==> src/rtl/brb_pkg.sv <==
// Shared types, codes and widths for the circular byte buffer.
package brb_pkg;

    // Fixed field widths
    localparam int LEN_W  = 7;
    localparam int CAP_W  = 13;
    localparam int BYTE_W = 8;
    localparam int OP_W   = 2;
    localparam int ST_W   = 2;

    // Parameter defaults
    localparam int DEPTH_DEF    = 4096;
    localparam int MAX_XFER_DEF = 64;

    // Capacity after reset, before clamping to the depth
    localparam int CAP_RESET = 4096;

    typedef enum logic [OP_W-1:0] {
        OP_WRITE   = 2'd0,
        OP_READ    = 2'd1,
        OP_PREREAD = 2'd2,
        OP_DISCARD = 2'd3
    } op_t;

    typedef enum logic [ST_W-1:0] {
        ST_OK       = 2'd0,
        ST_NO_SPACE = 2'd1,
        ST_NO_DATA  = 2'd2
    } status_t;

    typedef enum logic {
        S_IDLE = 1'b0,
        S_READ = 1'b1
    } state_t;

    // One result beat from the controller to the output ports
    typedef struct packed {
        logic              strobe;
        status_t           status;
        logic              has_byte;
        logic [LEN_W-1:0]  done_length;
        logic              last;
        logic [CAP_W-1:0]  fill_level;
    } result_t;

endpackage

==> src/rtl/brb_ctrl.sv <==
// Cursor, fill and transfer bookkeeping plus the read sequencer.
module brb_ctrl #(
    parameter int DEPTH    = brb_pkg::DEPTH_DEF,
    parameter int MAX_XFER = brb_pkg::MAX_XFER_DEF,
    parameter int AW       = $clog2(DEPTH)
) (
    input  logic                       clk,
    input  logic                       rst_n,
    input  logic                       clear,
    input  logic [brb_pkg::CAP_W-1:0]  cap,
    input  logic                       start,
    input  brb_pkg::op_t               op,
    input  logic [brb_pkg::LEN_W-1:0]  xfer_length,
    input  logic [brb_pkg::BYTE_W-1:0] data_byte,
    output logic                       busy,
    output logic                       mem_we,
    output logic                       mem_re,
    output logic [AW-1:0]              mem_addr,
    output logic [brb_pkg::BYTE_W-1:0] mem_wdata,
    output brb_pkg::result_t           result
);

    // Arithmetic width covering both cursors and the 13-bit counts
    localparam int MW = ((AW > brb_pkg::CAP_W) ? AW : brb_pkg::CAP_W) + 1;
    localparam logic [brb_pkg::LEN_W-1:0] MAX_LEN = brb_pkg::LEN_W'(MAX_XFER);

    brb_pkg::state_t             state_reg, state_next;
    logic [AW-1:0]               wc_reg, wc_next;
    logic [brb_pkg::CAP_W-1:0]   used_reg, used_next;
    logic [brb_pkg::LEN_W-1:0]   rem_reg, rem_next;
    logic                        acc_reg, acc_next;
    logic [brb_pkg::LEN_W-1:0]   total_reg, total_next;
    logic [AW-1:0]               ridx_reg, ridx_next;
    logic [brb_pkg::LEN_W-1:0]   rcnt_reg, rcnt_next;
    logic [brb_pkg::LEN_W-1:0]   rlen_reg, rlen_next;
    brb_pkg::result_t            res_reg, res_next;

    // Control state
    always_ff @(posedge clk or negedge rst_n)
    begin
        if (!rst_n)
        begin
            state_reg <= brb_pkg::S_IDLE;
            wc_reg    <= '0;
            used_reg  <= '0;
            rem_reg   <= '0;
            acc_reg   <= 1'b0;
            res_reg   <= '0;
        end
        else
        begin
            state_reg <= state_next;
            wc_reg    <= wc_next;
            used_reg  <= used_next;
            rem_reg   <= rem_next;
            acc_reg   <= acc_next;
            res_reg   <= res_next;
        end
    end

    // Payload registers
    always_ff @(posedge clk)
    begin
        total_reg <= total_next;
        ridx_reg  <= ridx_next;
        rcnt_reg  <= rcnt_next;
        rlen_reg  <= rlen_next;
    end

    // Next state, memory access and result
    always_comb
    begin
        logic [brb_pkg::LEN_W-1:0] len_in;
        logic [brb_pkg::LEN_W-1:0] rem_w;
        logic                      acc_w;
        logic [MW-1:0]             cap_w;
        logic [MW-1:0]             used_w;
        logic [MW-1:0]             wc_w;
        logic [MW-1:0]             wc_inc;
        logic [MW-1:0]             ridx_inc;
        logic [MW-1:0]             rc_w;

        len_in   = (xfer_length > MAX_LEN) ? MAX_LEN : xfer_length;
        cap_w    = MW'(cap);
        used_w   = MW'(used_reg);
        wc_w     = MW'(wc_reg);
        wc_inc   = wc_w + MW'(1);
        ridx_inc = MW'(ridx_reg) + MW'(1);
        rc_w     = (wc_w >= used_w) ? (wc_w - used_w) : (wc_w + cap_w - used_w);
        rem_w    = rem_reg;
        acc_w    = acc_reg;

        state_next = state_reg;
        wc_next    = wc_reg;
        used_next  = used_reg;
        rem_next   = rem_reg;
        acc_next   = acc_reg;
        total_next = total_reg;
        ridx_next  = ridx_reg;
        rcnt_next  = rcnt_reg;
        rlen_next  = rlen_reg;
        mem_we     = 1'b0;
        mem_re     = 1'b0;
        mem_addr   = wc_reg;
        mem_wdata  = data_byte;
        res_next   = '0;

        unique case (state_reg)
            brb_pkg::S_IDLE:
            begin
                if (start)
                begin
                    case (op)
                        brb_pkg::OP_WRITE:
                        begin
                            if (rem_reg == '0 && len_in == '0)
                            begin
                                // Empty transfer completes at once
                                acc_next            = 1'b0;
                                res_next.strobe     = 1'b1;
                                res_next.status     = brb_pkg::ST_OK;
                                res_next.last       = 1'b1;
                                res_next.fill_level = used_reg;
                            end
                            else
                            begin
                                // First beat decides admission of the whole transfer
                                if (rem_reg == '0)
                                begin
                                    acc_w      = (MW'(len_in) <= cap_w - used_w);
                                    rem_w      = len_in;
                                    total_next = len_in;
                                end
                                if (acc_w)
                                begin
                                    mem_we    = 1'b1;
                                    wc_next   = (wc_inc >= cap_w) ? '0 : AW'(wc_inc);
                                    used_next = used_reg + brb_pkg::CAP_W'(1);
                                end
                                rem_next            = rem_w - brb_pkg::LEN_W'(1);
                                acc_next            = (rem_w == brb_pkg::LEN_W'(1)) ? 1'b0 : acc_w;
                                res_next.strobe     = 1'b1;
                                res_next.status     = acc_w ? brb_pkg::ST_OK
                                                            : brb_pkg::ST_NO_SPACE;
                                res_next.last       = 1'b1;
                                res_next.fill_level = used_next;
                                if (acc_w && rem_w == brb_pkg::LEN_W'(1))
                                begin
                                    res_next.done_length = (rem_reg == '0) ? len_in
                                                                            : total_reg;
                                end
                            end
                        end
                        brb_pkg::OP_DISCARD:
                        begin
                            // Drop everything held and any open transfer
                            rem_next            = '0;
                            acc_next            = 1'b0;
                            wc_next             = '0;
                            used_next           = '0;
                            res_next.strobe     = 1'b1;
                            res_next.status     = brb_pkg::ST_OK;
                            res_next.last       = 1'b1;
                            res_next.fill_level = '0;
                        end
                        default:
                        begin
                            // Read or preread; abandons any open transfer
                            rem_next = '0;
                            acc_next = 1'b0;
                            if (used_w < MW'(len_in))
                            begin
                                res_next.strobe     = 1'b1;
                                res_next.status     = brb_pkg::ST_NO_DATA;
                                res_next.last       = 1'b1;
                                res_next.fill_level = used_reg;
                            end
                            else if (len_in == '0)
                            begin
                                res_next.strobe     = 1'b1;
                                res_next.status     = brb_pkg::ST_OK;
                                res_next.last       = 1'b1;
                                res_next.fill_level = used_reg;
                            end
                            else
                            begin
                                if (op == brb_pkg::OP_READ)
                                begin
                                    used_next = used_reg - brb_pkg::CAP_W'(len_in);
                                end
                                ridx_next  = AW'(rc_w);
                                rcnt_next  = len_in;
                                rlen_next  = len_in;
                                state_next = brb_pkg::S_READ;
                            end
                        end
                    endcase
                end
            end
            brb_pkg::S_READ:
            begin
                // Issue one byte read per cycle; the RAM registers the data together with the result beat
                mem_re              = 1'b1;
                mem_addr            = ridx_reg;
                ridx_next           = (ridx_inc >= cap_w) ? '0 : AW'(ridx_inc);
                rcnt_next           = rcnt_reg - brb_pkg::LEN_W'(1);
                res_next.strobe     = 1'b1;
                res_next.status     = brb_pkg::ST_OK;
                res_next.has_byte   = 1'b1;
                res_next.fill_level = used_reg;
                if (rcnt_reg == brb_pkg::LEN_W'(1))
                begin
                    res_next.last        = 1'b1;
                    res_next.done_length = rlen_reg;
                    state_next           = brb_pkg::S_IDLE;
                end
            end
            default:
            begin
                state_next = brb_pkg::S_IDLE;
            end
        endcase

        // Capacity write empties the buffer
        if (clear)
        begin
            state_next = brb_pkg::S_IDLE;
            wc_next    = '0;
            used_next  = '0;
            rem_next   = '0;
            acc_next   = 1'b0;
        end
    end

    assign busy   = (state_reg == brb_pkg::S_READ);
    assign result = res_reg;

endmodule

==> config.mk <==
export PLATFORM = sky130hd
export DESIGN_NAME = brb_ctrl
export DESIGN_NICKNAME = d
export VERILOG_FILES = /design/src/rtl/brb_pkg.sv /design/src/rtl/brb_ctrl.sv
export SDC_FILE = /design/constraint.sdc
export NUM_CORES = 1
export LEC_CHECK = 0
export ABC_AREA = 1
export BUFFER_PORTS_ARGS = -buffer_cell sky130_fd_sc_hd__buf_2
export CAP_MARGIN = 0
export CORE_UTILIZATION = 56
export DETAILED_ROUTE_END_ITERATION = 8
export PLACE_DENSITY = 0.79
export SYNTH_ARGS = -nofsm -noshare
export SYNTH_HDL_FRONTEND = slang
export SYNTH_SLANG_ARGS = --single-unit
==> constraint.sdc <==
create_clock -name clk -period 3.8 [get_ports clk]
set_clock_uncertainty 0.15 [all_clocks]
set_input_delay 0.76 -clock clk [delete_from_list [all_inputs] [get_ports clk]]
set_output_delay 0.76 -clock clk [all_outputs]
set_load 0.005 [all_outputs]
==> summary.json <==
{
  "logic_synthesis": {
    "yosysTopAreaCellShare_pct": 16.1,
    "fraction_of_the_yosys_area_taken_by_sequential_cells_pct": 27.0,
    "postSynthAreaPerCell_um2": 6.86,
    "post_synth_main_area_contributors": "dfrtp_1 16%, nand2_1 15%, ha_1 12%",
    "yosysWarnings": 0,
    "netlist_top_cells_count": "376 x nand2_1, 213 x inv_1, 93 x nor2_1",
    "synthArstFlopShare_pct": 64.1,
    "synthDominantAreaCellType": "dfrtp_1",
    "synth.distinct_cells": 50,
    "synthCells": 1334,
    "synth_enable_flop_cells": 33,
    "ys.flop_type": "dfrtp_1",
    "syn_nets": 1468,
    "postSynthRegisterBits": 92,
    "most_common_cell_in_the_synthesized_netlist": "nand2_1",
    "mappedNetlistArea_um2": 9150
  },
  "routing": {
    "firstDrtPassIters": 5,
    "drt_first_iter_violations": 728,
    "antenna_violating_nets_post_route": 0,
    "wirelength_um": 27000,
    "num_vias": 9299,
    "drt-vias-per-instance": 5.53,
    "remaining_drc_errors": 0,
    "avgRoutedWirePerCell_um": 16.0
  },
  "floorplan": {
    "initial_utilization_pct": 57.6,
    "std_cell_rows": 46,
    "io_pins": 82,
    "fp.dieW_um": 130,
    "design.die.area_um2": 16800,
    "dieHeight_um": 130,
    "design.core.area_um2": 15900
  },
  "setup_path": {
    "setup.worst_path.end_class": "primary output",
    "critPathRequiredTime_ps": 2890,
    "timing.setup.critical_path_class": "in -> out",
    "startpoint_type": "input port",
    "timing.critical_path.from": "cap[1]",
    "worstPathMaxFanout": 2,
    "critPathArrivalTime_ps": 3050,
    "regToRegStartpoint": "used_reg[0]"
  },
  "placed_design": {
    "port_buffers": 65,
    "detailed_place_hpwl_um": 21200,
    "placement.cell_area_um2": 10200,
    "placedCellCount": 1657,
    "gpl_wtd_cong": 0.935,
    "place_ws_ps": -310
  },
  "final_layout": {
    "area_growth_pct": 16.9,
    "final_layout_size_suffix_gt1_share_pct": 16.5,
    "finish.net_count": 1594,
    "layoutNonFillerInstCount": 1681,
    "design_area_um2": 10700,
    "largest_register_ff_count": 25,
    "antenna_cells": 0,
    "post-route-util_pct": 67.3
  },
  "global_routing": {
    "grt_max_degree": 52,
    "first_pass_grt_wire_length_um": 43100,
    "grt_remaining_overflow": 0,
    "number_of_global_route_vias_before_repair": 8582,
    "global_route.usage.total_pct": 33.4,
    "grt_antenna_before_repair": 0
  },
  "sta": {
    "worst_slew_pin_slew_ps": 796,
    "timing.final.setup_violations": 1,
    "setup_ws_ps": -164,
    "layout_worst_path_cycle_share_pct": 104,
    "timing.setup.tns_ps": -164,
    "worst_relative_slew_slack_pct": 46.5,
    "timing_hold_violations_final": 0,
    "unrepaired_setup_endpoints_after_global_routing": "true",
    "hold-worst-slack_ps": 209,
    "layout_min_cycle_time_ps": 3960,
    "number_of_max_slew_violations_in_the_final_report": 0,
    "fmax_mhz": 252
  },
  "run_status": {
    "violations": "negative setup slack",
    "result_of_the_run": "finished with violations"
  },
  "flow_run": {
    "cap_viol_max_count": 0
  },
  "cts": {
    "h_tree_levels": 3,
    "clkLatencyLatePin_ps": 370,
    "ctsRootBufferMaster": "clkbuf_16",
    "clk_slew_on_worst_s_h_paths_ps": 70,
    "clock_tree_from_tritoncts": "built",
    "cts_buffer_count": 9,
    "cts-root-to-sink-buffers": 2,
    "clock_sink_count": 92
  },
  "power_and_ir_drop": {
    "power.density_cell_area_nw_per_um2": 548,
    "leakage_nw": 5.75,
    "p_total_mw": 5.86,
    "ir_drop_mv": 0.292
  },
  "hold_path": {
    "hold_path.class": "in -> async"
  }
}
[placed cells by master, fill, tap and decap left out, types with 7 or more instances in the layout]
| cell type | synthesis | routed |
|---|---|---|
| edfxtp_1 | 33 | 33 |
| o21ai_2 | 7 | 7 |
| ha_1 | 86 | 83 |
| xnor2_1 | 13 | 12 |
| clkbuf_16 | 0 | 9 |
| xor2_1 | 41 | 41 |
| inv_2 | 6 | 7 |
| inv_1 | 213 | 211 |
| a21oi_1 | 62 | 59 |
| o21ai_0 | 75 | 75 |
| nand2_2 | 10 | 15 |
| o211ai_1 | 8 | 8 |
| nand4_1 | 22 | 22 |
| nand2_1 | 376 | 371 |
| o21ai_1 | 13 | 13 |
| nand3_1 | 84 | 83 |
| buf_4 | 13 | 92 |
| nor3_1 | 18 | 18 |
| dfrtp_1 | 59 | 57 |
| buf_2 | 7 | 64 |
| fa_1 | 14 | 13 |
| nor2_1 | 93 | 88 |
| nor4_1 | 8 | 7 |
| o22ai_1 | 7 | 7 |
| nor2_2 | 6 | 9 |
[cell families (layout without fill, tap and decap cells)]
kind of cell | count (synthesis) | count (layout) | share of synthesized area, %
and+or+nand+nor | 634 | 634 | 29.7
buffers and inverters | 265 | 396 | 11.8
AOI/OAI and AO/OA | 189 | 189 | 11.5
adders and majority gates | 100 | 100 | 14.8
DFF | 92 | 92 | 27.0
xor gates and xnor gates | 54 | 54 | 5.17
[path summary, 6_finish.rpt]
path	to	cells past startpoint	slack, ps
worst max-delay path	mem_we	21	-160
worst min-delay path	result[21]	1	210
worst max register to register	wc_reg[9]	24	200
worst min register to register	result[20]	2	310
max in group asynchronous	used_reg[1]	2	2370
min in group clk	result[20]	2	310
[where the power goes]
group / switching [mW] / internal, mW / total [mW] / leakage, nW
Combinational: 2.12 / 1.34 / 3.47 / 4.48
Clock: 0.455 / 0.526 / 0.981 / 0.153
Sequential: 0.132 / 1.28 / 1.41 / 1.11
Total: 2.71 / 3.15 / 5.86 / 5.75
[critical path: stages]
cell and delay, ps:
buf_2 120, buf_4 120, ha_1 300, nand2_1 90, nor2_2 50, nand2_1 60
nand3_2 80, xnor2_1 150, ha_1 330, nand2_2 110, inv_1 50, nand2_1 90
nand3_2 80, a21oi_2 120, nor2_1 50, nand2_1 70, nor2_2 40, nand3_2 80
nand2_2 80, nor2_4 90, buf_2 120
[per-layer routing]
metal	track usage [%]	vias up	share of wire [%]
met4	17.2	0	4.5
met5	0	-	0
li1	-	4550	-
met2	54.8	378	46
met3	5.54	96	7.2
met1	42.5	4275	43
[area by class of cell]
cell class                 instances  area, um2
tap                              216        270
clock buffer                       9        225
sequential                        92       2470
inverter                         220        828
fill                            1384       5190
multi-input combinational        977       5730
clock inverter                     7       85.1
timing repair buffer             160       1090
[repair_timing]
action                     CTS  global route
setup endpoints to repair    9            27
hold buffers                 0             0
buffers inserted             2             7
pin swaps                    3             6
hold endpoints to repair     0             0
resized for setup           15            17
(Power assumes the default switching activity.)
